<file path="config.mk">
export PLATFORM = sky130hd
export DESIGN_NAME = call_stack_exclusive_time_core
export DESIGN_NICKNAME = d
export VERILOG_FILES = /design/src/cset_pkg.sv /design/src/cset_ctrl.sv /design/src/cset_dp.sv /design/src/call_stack_exclusive_time_core.sv
export SDC_FILE = /design/constraint.sdc
export NUM_CORES = 1
export LEC_CHECK = 0
export BUFFER_PORTS_ARGS = -buffer_cell sky130_fd_sc_hd__buf_2
export CAP_MARGIN = 20
export CORE_ASPECT_RATIO = 1.5
export CORE_MARGIN = 2
export CORE_UTILIZATION = 60
export DETAILED_ROUTE_END_ITERATION = 10
export GPL_ROUTABILITY_DRIVEN = 0
export PLACE_DENSITY = 0.77
export SLEW_MARGIN = 20
export SYNTH_ARGS = -nofsm -noshare
export SYNTH_HDL_FRONTEND = slang
export SYNTH_HIERARCHICAL = 1
export SYNTH_SLANG_ARGS = --single-unit
export TNS_END_PERCENT = 5
</file>
<file path="constraint.sdc">
create_clock -name clk -period 12.75 [get_ports clk]
set_clock_uncertainty 0.15 [all_clocks]
set_input_delay 2.55 -clock clk [delete_from_list [all_inputs] [get_ports clk]]
set_output_delay 2.55 -clock clk [all_outputs]
set_load 0.02 [all_outputs]
</file>
<file path="src/cset_pkg.sv">
// ----------------------------------------------------------------------------
// cset_pkg
// Shared constants, types and codes of the call stack exclusive time core.
// ----------------------------------------------------------------------------
`default_nettype none

package cset_pkg;

    localparam int STACK_DEPTH = 16;
    localparam int TIME_BITS   = 16;
    localparam int ID_W        = 8;
    localparam int STATUS_W    = 3;
    localparam int CALLEE_W    = TIME_BITS + 1;
    localparam int LVL_W       = $clog2(STACK_DEPTH + 1);
    localparam int ADDR_W      = $clog2(STACK_DEPTH);
    localparam int S_TDATA_W   = ((ID_W + TIME_BITS + 7) / 8) * 8;
    localparam int M_TDATA_W   = ((ID_W + CALLEE_W + 7) / 8) * 8;

    typedef enum logic [STATUS_W-1:0] {
        ST_STARTED  = 3'd0,
        ST_FINISHED = 3'd1,
        ST_MISMATCH = 3'd2,
        ST_EMPTY    = 3'd3,
        ST_OVERFLOW = 3'd4,
        ST_ORDER    = 3'd5
    } status_t;

    typedef enum logic [2:0] {
        S_IDLE = 3'b001,
        S_EXEC = 3'b010,
        S_LOAD = 3'b100
    } state_t;

    typedef struct packed {
        logic [ID_W-1:0]      id;
        logic [TIME_BITS-1:0] start;
        logic [CALLEE_W-1:0]  callee;
    } frame_t;

    typedef struct packed {
        logic load_in;
        logic commit;
        logic load_parent;
    } cmd_t;

    typedef struct packed {
        logic out_free;
        logic need_parent;
    } stat_t;

endpackage

`default_nettype wire

</file>
<file path="src/cset_ctrl.sv">
// ----------------------------------------------------------------------------
// cset_ctrl
// Sequencer of the call stack core: capture, evaluate and commit, parent load.
// ----------------------------------------------------------------------------
`default_nettype none

module cset_ctrl (
    input  wire logic            clk,
    input  wire logic            rst_n,
    input  wire logic            s_tvalid,
    output logic                 s_tready,
    input  wire cset_pkg::stat_t stat,
    output cset_pkg::cmd_t       cmd
);

    cset_pkg::state_t state_reg;
    cset_pkg::state_t state_next;

    always_ff @(posedge clk or negedge rst_n)
    begin
        if (!rst_n)
        begin
            state_reg <= cset_pkg::S_IDLE;
        end
        else
        begin
            state_reg <= state_next;
        end
    end

    always_comb
    begin
        state_next      = state_reg;
        cmd             = '0;
        s_tready        = 1'b0;
        case (state_reg)
            cset_pkg::S_IDLE:
            begin
                s_tready = 1'b1;
                if (s_tvalid)
                begin
                    cmd.load_in = 1'b1;
                    state_next  = cset_pkg::S_EXEC;
                end
            end
            cset_pkg::S_EXEC:
            begin
                if (stat.out_free)
                begin
                    cmd.commit = 1'b1;
                    state_next = stat.need_parent ? cset_pkg::S_LOAD : cset_pkg::S_IDLE;
                end
            end
            cset_pkg::S_LOAD:
            begin
                cmd.load_parent = 1'b1;
                state_next      = cset_pkg::S_IDLE;
            end
            default:
            begin
                state_next = cset_pkg::S_IDLE;
            end
        endcase
    end

endmodule

`default_nettype wire

</file>
<file path="src/cset_dp.sv">
// ----------------------------------------------------------------------------
// cset_dp
// Datapath: event capture, cached top frame, frame memory, result register.
// ----------------------------------------------------------------------------
`default_nettype none

module cset_dp (
    input  wire logic                           clk,
    input  wire logic                           rst_n,
    input  wire logic [cset_pkg::S_TDATA_W-1:0] s_tdata,
    input  wire logic                           s_tuser,
    output logic                                m_tvalid,
    input  wire logic                           m_tready,
    output logic [cset_pkg::M_TDATA_W-1:0]      m_tdata,
    output logic [cset_pkg::STATUS_W-1:0]       m_tuser,
    input  wire cset_pkg::cmd_t                 cmd,
    output cset_pkg::stat_t                     stat
);

    localparam int LVL_W    = cset_pkg::LVL_W;
    localparam int ADDR_W   = cset_pkg::ADDR_W;
    localparam int CALLEE_W = cset_pkg::CALLEE_W;
    localparam int TIME_W   = cset_pkg::TIME_BITS;
    localparam int ID_W     = cset_pkg::ID_W;

    cset_pkg::frame_t mem [cset_pkg::STACK_DEPTH];
    cset_pkg::frame_t rd_data_reg;
    cset_pkg::frame_t top_reg;

    logic                 op_reg;
    logic [ID_W-1:0]      id_reg;
    logic [TIME_W-1:0]    ts_reg;
    logic [LVL_W-1:0]     level_reg;
    logic [CALLEE_W-1:0]  incl_reg;

    logic                 out_valid_reg;
    cset_pkg::status_t    out_status_reg;
    logic [ID_W-1:0]      out_id_reg;
    logic [CALLEE_W-1:0]  out_excl_reg;

    logic                 empty;
    logic                 full;
    logic                 early;
    logic                 short;
    logic [CALLEE_W-1:0]  incl;
    logic [CALLEE_W-1:0]  excl;
    logic [LVL_W-1:0]     lvl_m1;
    logic [LVL_W-1:0]     lvl_m2;
    logic                 push;
    logic                 pop;
    cset_pkg::status_t    status;
    logic [CALLEE_W:0]    sum;
    logic [CALLEE_W-1:0]  callee_sat;

    assign empty  = (level_reg == '0);
    assign full   = (level_reg == LVL_W'(cset_pkg::STACK_DEPTH));
    assign early  = (ts_reg < top_reg.start);
    assign incl   = {1'b0, ts_reg} - {1'b0, top_reg.start} + CALLEE_W'(1);
    assign short  = (incl < top_reg.callee);
    assign excl   = incl - top_reg.callee;
    assign lvl_m1 = level_reg - LVL_W'(1);
    assign lvl_m2 = level_reg - LVL_W'(2);

    always_comb
    begin
        push   = 1'b0;
        pop    = 1'b0;
        status = cset_pkg::ST_STARTED;
        if (!op_reg)
        begin
            if (full)
            begin
                status = cset_pkg::ST_OVERFLOW;
            end
            else if (!empty && early)
            begin
                status = cset_pkg::ST_ORDER;
            end
            else
            begin
                push = 1'b1;
            end
        end
        else
        begin
            if (empty)
            begin
                status = cset_pkg::ST_EMPTY;
            end
            else if (top_reg.id != id_reg)
            begin
                status = cset_pkg::ST_MISMATCH;
            end
            else if (early || short)
            begin
                status = cset_pkg::ST_ORDER;
            end
            else
            begin
                status = cset_pkg::ST_FINISHED;
                pop    = 1'b1;
            end
        end
    end

    assign stat.out_free    = !out_valid_reg || m_tready;
    assign stat.need_parent = pop && (level_reg > LVL_W'(1));

    assign sum        = {1'b0, rd_data_reg.callee} + {1'b0, incl_reg};
    assign callee_sat = sum[CALLEE_W] ? '1 : sum[CALLEE_W-1:0];

    // capture the event payload
    always_ff @(posedge clk)
    begin
        if (cmd.load_in)
        begin
            op_reg <= s_tuser;
            id_reg <= s_tdata[ID_W-1:0];
            ts_reg <= s_tdata[ID_W +: TIME_W];
        end
    end

    // frame memory below the top frame
    always_ff @(posedge clk)
    begin
        if (cmd.commit && push && !empty)
        begin
            mem[lvl_m1[ADDR_W-1:0]] <= top_reg;
        end
        if (cmd.commit && stat.need_parent)
        begin
            rd_data_reg <= mem[lvl_m2[ADDR_W-1:0]];
        end
    end

    // cached top frame and inclusive time of the popped call
    always_ff @(posedge clk)
    begin
        if (cmd.commit && push)
        begin
            top_reg <= '{id: id_reg, start: ts_reg, callee: '0};
        end
        else if (cmd.load_parent)
        begin
            top_reg <= '{id: rd_data_reg.id, start: rd_data_reg.start, callee: callee_sat};
        end
        if (cmd.commit && pop)
        begin
            incl_reg <= incl;
        end
    end

    always_ff @(posedge clk or negedge rst_n)
    begin
        if (!rst_n)
        begin
            level_reg <= '0;
        end
        else if (cmd.commit && push)
        begin
            level_reg <= level_reg + LVL_W'(1);
        end
        else if (cmd.commit && pop)
        begin
            level_reg <= lvl_m1;
        end
    end

    always_ff @(posedge clk or negedge rst_n)
    begin
        if (!rst_n)
        begin
            out_valid_reg <= 1'b0;
        end
        else if (cmd.commit)
        begin
            out_valid_reg <= 1'b1;
        end
        else if (m_tready)
        begin
            out_valid_reg <= 1'b0;
        end
    end

    always_ff @(posedge clk)
    begin
        if (cmd.commit)
        begin
            out_status_reg <= status;
            out_id_reg     <= id_reg;
            out_excl_reg   <= pop ? excl : '0;
        end
    end

    assign m_tvalid = out_valid_reg;
    assign m_tuser  = out_status_reg;
    assign m_tdata  = cset_pkg::M_TDATA_W'({out_excl_reg, out_id_reg});

endmodule

`default_nettype wire

</file>
<file path="src/call_stack_exclusive_time_core.sv">
// ----------------------------------------------------------------------------
// call_stack_exclusive_time_core
// Call stack profiler: start/stop events in, one status transaction out each.
// ----------------------------------------------------------------------------
// Input channel s_*: tuser carries op (0 start, 1 stop); tdata carries
// func_id [7:0] and timestamp [23:8]. Output channel m_*: tuser carries the
// status code; tdata carries done_id [7:0] and exclusive_time [24:8].
// Every input transaction yields exactly one output transaction.
// An event is taken in the idle state and evaluated in the exec state once
// the output register is free; on commit its result is registered there.
// Only a stop that leaves a parent frame goes on to the load state: the
// parent is read from the one-port frame memory and written back to the
// top-frame registers with its callee time; s_tready is high only in idle.
// The top frame lives in registers; deeper frames live in the frame memory.
// Reset empties the stack and the output register; frame contents are not
// cleared. When the receiver stalls, the result holds in the output register
// and the next event is still taken; its evaluation waits until the held
// result is accepted.
// ----------------------------------------------------------------------------
`default_nettype none

module call_stack_exclusive_time_core (
    input  wire logic                           clk,
    input  wire logic                           rst_n,
    input  wire logic                           s_tvalid,
    output logic                                s_tready,
    input  wire logic [cset_pkg::S_TDATA_W-1:0] s_tdata,  // func_id, timestamp
    input  wire logic                           s_tuser,  // op
    output logic                                m_tvalid,
    input  wire logic                           m_tready,
    output logic [cset_pkg::M_TDATA_W-1:0]      m_tdata,  // done_id, exclusive_time, pad
    output logic [cset_pkg::STATUS_W-1:0]       m_tuser   // status
);

    cset_pkg::cmd_t  cmd;
    cset_pkg::stat_t stat;

    cset_ctrl u_ctrl (
        .clk      (clk),
        .rst_n    (rst_n),
        .s_tvalid (s_tvalid),
        .s_tready (s_tready),
        .stat     (stat),
        .cmd      (cmd)
    );

    cset_dp u_dp (
        .clk      (clk),
        .rst_n    (rst_n),
        .s_tdata  (s_tdata),
        .s_tuser  (s_tuser),
        .m_tvalid (m_tvalid),
        .m_tready (m_tready),
        .m_tdata  (m_tdata),
        .m_tuser  (m_tuser),
        .cmd      (cmd),
        .stat     (stat)
    );

endmodule

`default_nettype wire

</file>
==> results of run 1 <==
[placed cells by master (no fill, tap or decap), types with 30 or more instances in the layout]
cell type,netlist,layout
sky130_fd_sc_hd__xnor2_1,33,33
sky130_fd_sc_hd__mux4_2,205,205
sky130_fd_sc_hd__clkbuf_16,0,75
sky130_fd_sc_hd__a21oi_1,37,37
sky130_fd_sc_hd__o21ai_0,44,44
sky130_fd_sc_hd__edfxtp_1,791,791
sky130_fd_sc_hd__nand2_1,63,63
sky130_fd_sc_hd__inv_1,69,69
sky130_fd_sc_hd__buf_4,9,30
sky130_fd_sc_hd__ha_1,76,75
sky130_fd_sc_hd__buf_2,30,58
sky130_fd_sc_hd__nor2_1,43,40
sky130_fd_sc_hd__nand3_1,32,32
[metal layers]
layer	vias up	wire, um	global-route usage
li1	7014	-	-
met2	838	41500	0.489
met1	8725	27000	0.344
met3	148	5730	0.0443
met4	0	2540	0.106
met5	-	0	0
[stage by stage]
| stage | utilization | hold WS (ps) | power (uW) |
|---|---|---|---|
| 4_1_cts | 0.671 | 354 | 6550 |
| 2_1_floorplan | - | 300 | 4080 |
| 6_report | 0.672 | 356 | 6530 |
| 5_1_grt | 0.672 | 379 | 6730 |
| 3_5_place_dp | 0.629 | 351 | 4430 |
| 3_3_place_gp | 0.629 | 317 | 4400 |
[power by group through the flow]
| stage | logic [uW] | clock network [uW] | registers (uW) |
|---|---|---|---|
| after global placement | 1280 | 0 | 3120 |
| after global routing | 1400 | 2260 | 3070 |
| after detailed placement | 1310 | 0 | 3120 |
| after floorplan | 1030 | 0 | 3050 |
| final | 1320 | 2140 | 3060 |
| after CTS | 1320 | 2170 | 3060 |
[final cells by class]
cell class / count / area [sq um] / area share
well taps: 695 / 870 / 0.0236
multi-input cells: 736 / 8550 / 0.232
repair buffers: 91 / 574 / 0.0156
inverters: 71 / 267 / 0.00723
clock inverters: 37 / 312 / 0.00845
flip-flops and latches: 817 / 24300 / 0.660
clock buffers: 93 / 1980 / 0.0538
[final timing paths]
path                                startpoint              endpoint  slack (ps)  cells after the start
setup / recovery              u_dp/top_reg[18]  u_dp/rd_data_reg[16]        6350                     22
hold / removal             u_ctrl/state_reg[2]   u_ctrl/state_reg[1]         360                      1
setup reg to reg              u_dp/top_reg[18]  u_dp/rd_data_reg[16]        6350                     22
hold reg to reg            u_ctrl/state_reg[2]   u_ctrl/state_reg[1]         360                      1
max in group asynchronous                rst_n   u_ctrl/state_reg[0]       10540                      1
min in group asynchronous                rst_n     u_dp/level_reg[4]        1630                      1
[kinds of logic after synthesis]
family / count (synthesis)
compound gates: 172
xor+xnor: 48
fa+ha+maj: 86
buf+inv: 143
flops: 817
mux: 205
other cells: 1
simple gates: 218
==> flow_summary.json, run 1 <==
{
  "ys.warnings.count": 6,
  "cell_by_cell_trace_of_the_critical_path": "inv_1, ha_1, inv_1, ha_1, inv_1, fa_1, nor2b_1, o21ai_1, a21oi_1, o41a_1, nand2b_1, a21boi_1, o41a_1, xnor2_1, ha_1, nand2_1, nor3_1, nand4_1, a211o_1, or2_4, nor2_4, buf_4",
  "path_class": "flip-flop to flip-flop",
  "synth-compound-area-share": 0.0349,
  "edff_count_synth": 791,
  "antenna_cells_inserted": 0,
  "grt_setup_unrepaired": "false",
  "power.static_leakage_uw": 0.0127,
  "synthCells": 1690,
  "worst_setup_hold_path_clk_slew_ps": 70,
  "cellInternalPower_uw": 4830,
  "yosys.area_share.adder": 0.0345,
  "detail_route.iter0.violations": 2026,
  "slowest_delay_ps": 660,
  "critical_path_start_type": "flip-flop",
  "crit_required_ps": 12840,
  "synth.largest_area_cell": "sky130_fd_sc_hd__edfxtp_1",
  "core_sq_um": 54900,
  "min_setup_slack_post_route_ps": 6350,
  "numCtsBuffers": 72,
  "post_cts.resized_instances": 0,
  "largest_register_ff_count": 656,
  "n_fill_cell": 3477,
  "finalHoldViolations": 0,
  "yosys_top_cell_area_share": 0.712,
  "area_delta_synth_final_pct": 10.5,
  "synthDistinctLibCells": 76,
  "cp_max_delay_cell": "sky130_fd_sc_hd__edfxtp_1",
  "critPathBufInv": 4,
  "finalInstanceArea_sq_um": 36900,
  "cp_data_arrival_time_ps": 6490,
  "finalCritPeriodShare": 0.502,
  "grt_pass1_wl_um": 113000,
  "fin_setup_tns_ps": 0,
  "power.combinational.fraction": 0.203,
  "globalRouteTotalUtil": 0.276,
  "cts_num_sinks": 817,
  "port-buffer-count": 58,
  "chipWidth_um": 197,
  "run_status": "finished clean",
  "final-setup-viol-count": 0,
  "cts-root-to-sink-buffers": 3,
  "p_sw_uw": 1690,
  "worst_pin_slew_ps": 983,
  "critical_path.max_fanout": 32,
  "minimum_clock_period_ps": 6400,
  "start_util": 0.608,
  "post_synth_most_frequent_cells": "791 x sky130_fd_sc_hd__edfxtp_1, 205 x sky130_fd_sc_hd__mux4_2, 76 x sky130_fd_sc_hd__ha_1, 69 x sky130_fd_sc_hd__inv_1, 63 x sky130_fd_sc_hd__nand2_1",
  "initial_antenna_violation_count": 0,
  "yosys_register_bits": 817,
  "yosys.cell_count.top_type": "sky130_fd_sc_hd__edfxtp_1",
  "share_of_layout_cells_above_drive_strength_1": 0.243,
  "vias": 16700,
  "holdBufCountCts": 0,
  "h_tree_lvls": 3,
  "postPlaceCellArea_sq_um": 34500,
  "yosys.area_share.simple": 0.0325,
  "drcViolationCount": 0,
  "slew_headroom": 0.340,
  "final_antenna_net_count": 0,
  "asyncSetResetFlopFracSynth": 0.0110,
  "gr-total-overflow": 0,
  "cellPowerDensity_nw_per_um2": 177,
  "share_seq_of_total_power": 0.469,
  "detailedRoute.firstPassIterationCount": 6,
  "hold_path_class": "flip-flop to flip-flop",
  "io-pin-count": 66,
  "clock_insertion_delay_at_the_later_pin_of_the_skew_report_ps": 630,
  "wirelength_um": 76800,
  "pwr-share-clk": 0.328,
  "place_ws_ps": 5750,
  "cts_tree": "built",
  "cpLargestDelayFamily": "compound AO/OA/AOI/OAI gates",
  "grt_pass1_vias": 17300,
  "grt_max_degree": 78,
  "synth-seq-area-share": 0.729,
  "fmaxAchievable_mhz": 156,
  "detailedPlacementHpwl_um": 45700,
  "netlist_area_sq_um": 33400,
  "cts.repair_timing.setup_buffer_count": 0,
  "timing.critical_path.to_type": "flip-flop",
  "synth.avg_cell_area_sq_um": 19.8,
  "max_slew_violation_count": 0,
  "die_h_um": 293,
  "power.switching_fraction": 0.260,
  "placedCellCount": 2408,
  "routed_wire_length_per_instance_um": 30.2,
  "design.final.nets": 1904,
  "layout.cells.non_filler": 2540,
  "synth_top_family_by_area": "multiplexers",
  "rows": 105,
  "dominant_synthesized_flop_cell": "sky130_fd_sc_hd__edfxtp_1",
  "synth.area.mux_share": 0.138,
  "average_via_count_per_standard_cell": 6.58,
  "synth_xor_area_frac": 0.0126,
  "cts-root-buf": "sky130_fd_sc_hd__clkbuf_16",
  "maxCapViolCount": 0,
  "yosys-top-cells-area": "sky130_fd_sc_hd__edfxtp_1 71%, sky130_fd_sc_hd__mux4_2 14%, sky130_fd_sc_hd__ha_1 2.8%",
  "fp.dieArea_sq_um": 57600,
  "vdd_drop_max_uv": 190
}
No activity file was read; power rests on OpenSTA's default activity.
==> run 2, diff against run 1 <==
Clock period 12.75 ns to 6.3 ns, I/O delays scaled along.
==> flow_summary.json, run 2 (synthesis results as in run 1) <==
{
  "timing.critical_path.to_type": "flip-flop",
  "cts-root-to-sink-buffers": 3,
  "worst_pin_slew_ps": 1140,
  "crit_required_ps": 6390,
  "cts-root-buf": "sky130_fd_sc_hd__clkbuf_16",
  "max_slew_violation_count": 0,
  "final-setup-viol-count": 0,
  "cp-startpoint": "u_dp/top_reg[18]",
  "most-common-layout-cells": "791 x sky130_fd_sc_hd__edfxtp_1, 205 x sky130_fd_sc_hd__mux4_2, 75 x sky130_fd_sc_hd__ha_1, 73 x sky130_fd_sc_hd__clkbuf_16, 69 x sky130_fd_sc_hd__inv_1",
  "detailedRoute.firstPassIterationCount": 6,
  "chipWidth_um": 197,
  "share_of_layout_cells_above_drive_strength_1": 0.248,
  "grt_pass1_vias": 17400,
  "critical_path.max_fanout": 24,
  "slew_headroom": 0.243,
  "place_ws_ps": 818,
  "fp.dieArea_sq_um": 57600,
  "core_sq_um": 54900,
  "worst_setup_hold_path_clk_slew_ps": 70,
  "pwr-share-clk": 0.328,
  "io-pin-count": 66,
  "globalRouteTotalUtil": 0.267,
  "initial_antenna_violation_count": 0,
  "fmaxAchievable_mhz": 181,
  "average_via_count_per_standard_cell": 6.55,
  "vias": 16700,
  "die_h_um": 293,
  "numCtsBuffers": 72,
  "minimum_clock_period_ps": 5510,
  "min_setup_slack_post_route_ps": 786,
  "layout.cells.most_common": "sky130_fd_sc_hd__edfxtp_1",
  "share_seq_of_total_power": 0.471,
  "p_sw_uw": 3360,
  "power.switching_fraction": 0.257,
  "finalInstanceArea_sq_um": 37000,
  "holdBufCountCts": 0,
  "critical_path_start_type": "flip-flop",
  "postPlaceCellArea_sq_um": 34700,
  "antenna_cells_inserted": 0,
  "routed_wire_length_per_instance_um": 29.2,
  "n_fill_cell": 3434,
  "port-buffer-count": 58,
  "finalHoldViolations": 0,
  "area_delta_synth_final_pct": 11.0,
  "drcViolationCount": 0,
  "grt_setup_unrepaired": "false",
  "rrSetupSlack_ps": 790,
  "timing.rr.start": "u_dp/top_reg[18]",
  "cp_data_arrival_time_ps": 5600,
  "finalCritPeriodShare": 0.875,
  "reg2reg_depth": 22,
  "clock_insertion_delay_at_the_later_pin_of_the_skew_report_ps": 620,
  "detail_route.iter0.violations": 1933,
  "grt_pass1_wl_um": 111000,
  "cts.repair_timing.setup_buffer_count": 0,
  "rows": 105,
  "design.final.nets": 1909,
  "h_tree_lvls": 3,
  "cellInternalPower_uw": 9690,
  "post_cts.resized_instances": 0,
  "vdd_drop_max_uv": 316,
  "cts_tree": "built",
  "cellPowerDensity_nw_per_um2": 352,
  "start_util": 0.608,
  "regToRegEndpoint": "u_dp/rd_data_reg[18]",
  "path_class": "flip-flop to flip-flop",
  "detailedPlacementHpwl_um": 43300,
  "largest_register_ff_count": 656,
  "final_antenna_net_count": 0,
  "maxCapViolCount": 0,
  "power.static_leakage_uw": 0.0128,
  "run_status": "finished clean",
  "power.combinational.fraction": 0.201,
  "cts_num_sinks": 817,
  "grt_max_degree": 147,
  "wirelength_um": 74400,
  "hold_path_class": "input pin to asynchronous set/reset pin",
  "gr-total-overflow": 0
}
[run 2: changes by cell type in the layout (fill, tap and decap cells not counted), sizes merged]
| cell | before | now |
|---|---|---|
| buf | 91 | 96 |
| inv | 74 | 77 |
| clkinv | 28 | 23 |
| clkinvlp | 1 | 5 |
| bufinv | 5 | 3 |
| clkbuf | 93 | 96 |
[run 2: layer usage]
metal,routed length [um],part of all wire,global-route usage
met1,28100,0.38,0.356
met2,38100,0.51,0.448
met3,5030,0.068,0.0333
met4,3170,0.043,0.119
met5,0,0,0
[run 2: worst max-delay path by stage]
stage | to | slack [ps] | cells after the start
after CTS | u_dp/rd_data_reg[22] | 800 | 22
after floorplan | u_dp/mem[3][0] | -120 | 9
final | u_dp/rd_data_reg[18] | 790 | 22
after detailed placement | u_dp/rd_data_reg[18] | 820 | 22
after global placement | u_dp/rd_data_reg[18] | 920 | 19
after global routing | u_dp/rd_data_reg[29] | 420 | 22
[run 2: critical path, stage by stage, from the launching register on]
cell and delay, ps:
sky130_fd_sc_hd__edfxtp_1 620, sky130_fd_sc_hd__inv_1 90, sky130_fd_sc_hd__ha_1 320, sky130_fd_sc_hd__inv_1 60, sky130_fd_sc_hd__ha_1 180, sky130_fd_sc_hd__inv_1 70, sky130_fd_sc_hd__fa_1 460, sky130_fd_sc_hd__nor2b_1 140
sky130_fd_sc_hd__o21ai_1 90, sky130_fd_sc_hd__a21oi_1 200, sky130_fd_sc_hd__o41a_1 220, sky130_fd_sc_hd__nand2b_1 90, sky130_fd_sc_hd__a21boi_1 180, sky130_fd_sc_hd__nor2_1 70, sky130_fd_sc_hd__xnor2_1 150, sky130_fd_sc_hd__ha_1 410
sky130_fd_sc_hd__nand2_1 80, sky130_fd_sc_hd__nor3_1 310, sky130_fd_sc_hd__nand4_1 170, sky130_fd_sc_hd__a211o_1 300, sky130_fd_sc_hd__or2_4 260, sky130_fd_sc_hd__nor2_4 90, sky130_fd_sc_hd__buf_4 400
[run 2: stage by stage]
stage                     instances  TNS [ps]   util  total power [uW]  hold WS [ps]
after floorplan                1696     -5020      -              8260           300
after global placement         2415         0  0.633              8860           321
after detailed placement       2415         0  0.633              8890           345
after CTS                      2548         0  0.674             13200           327
after global routing           2548         0  0.674             13500           341
final                          2548         0  0.674             13000           347
[run 2: area by class of cell]
type,instances,area [sq um],area share
flip-flops and latches,817,24300,0.657
multi-input cells,736,8560,0.231
clock buffers,96,1970,0.0533
well taps,695,870,0.0235
repair buffers,96,726,0.0196
clock inverters,37,320,0.00865
inverters,71,267,0.00720
[run 2: power groups by stage]
stage               sequential, uW  combinational (uW)  clock, uW
global placement              6270                2590          0
floorplan                     6170                2090          0
detailed placement            6270                2620          0
CTS                           6160                2660       4340
global route                  6160                2790       4530
finish                        6150                2620       4280
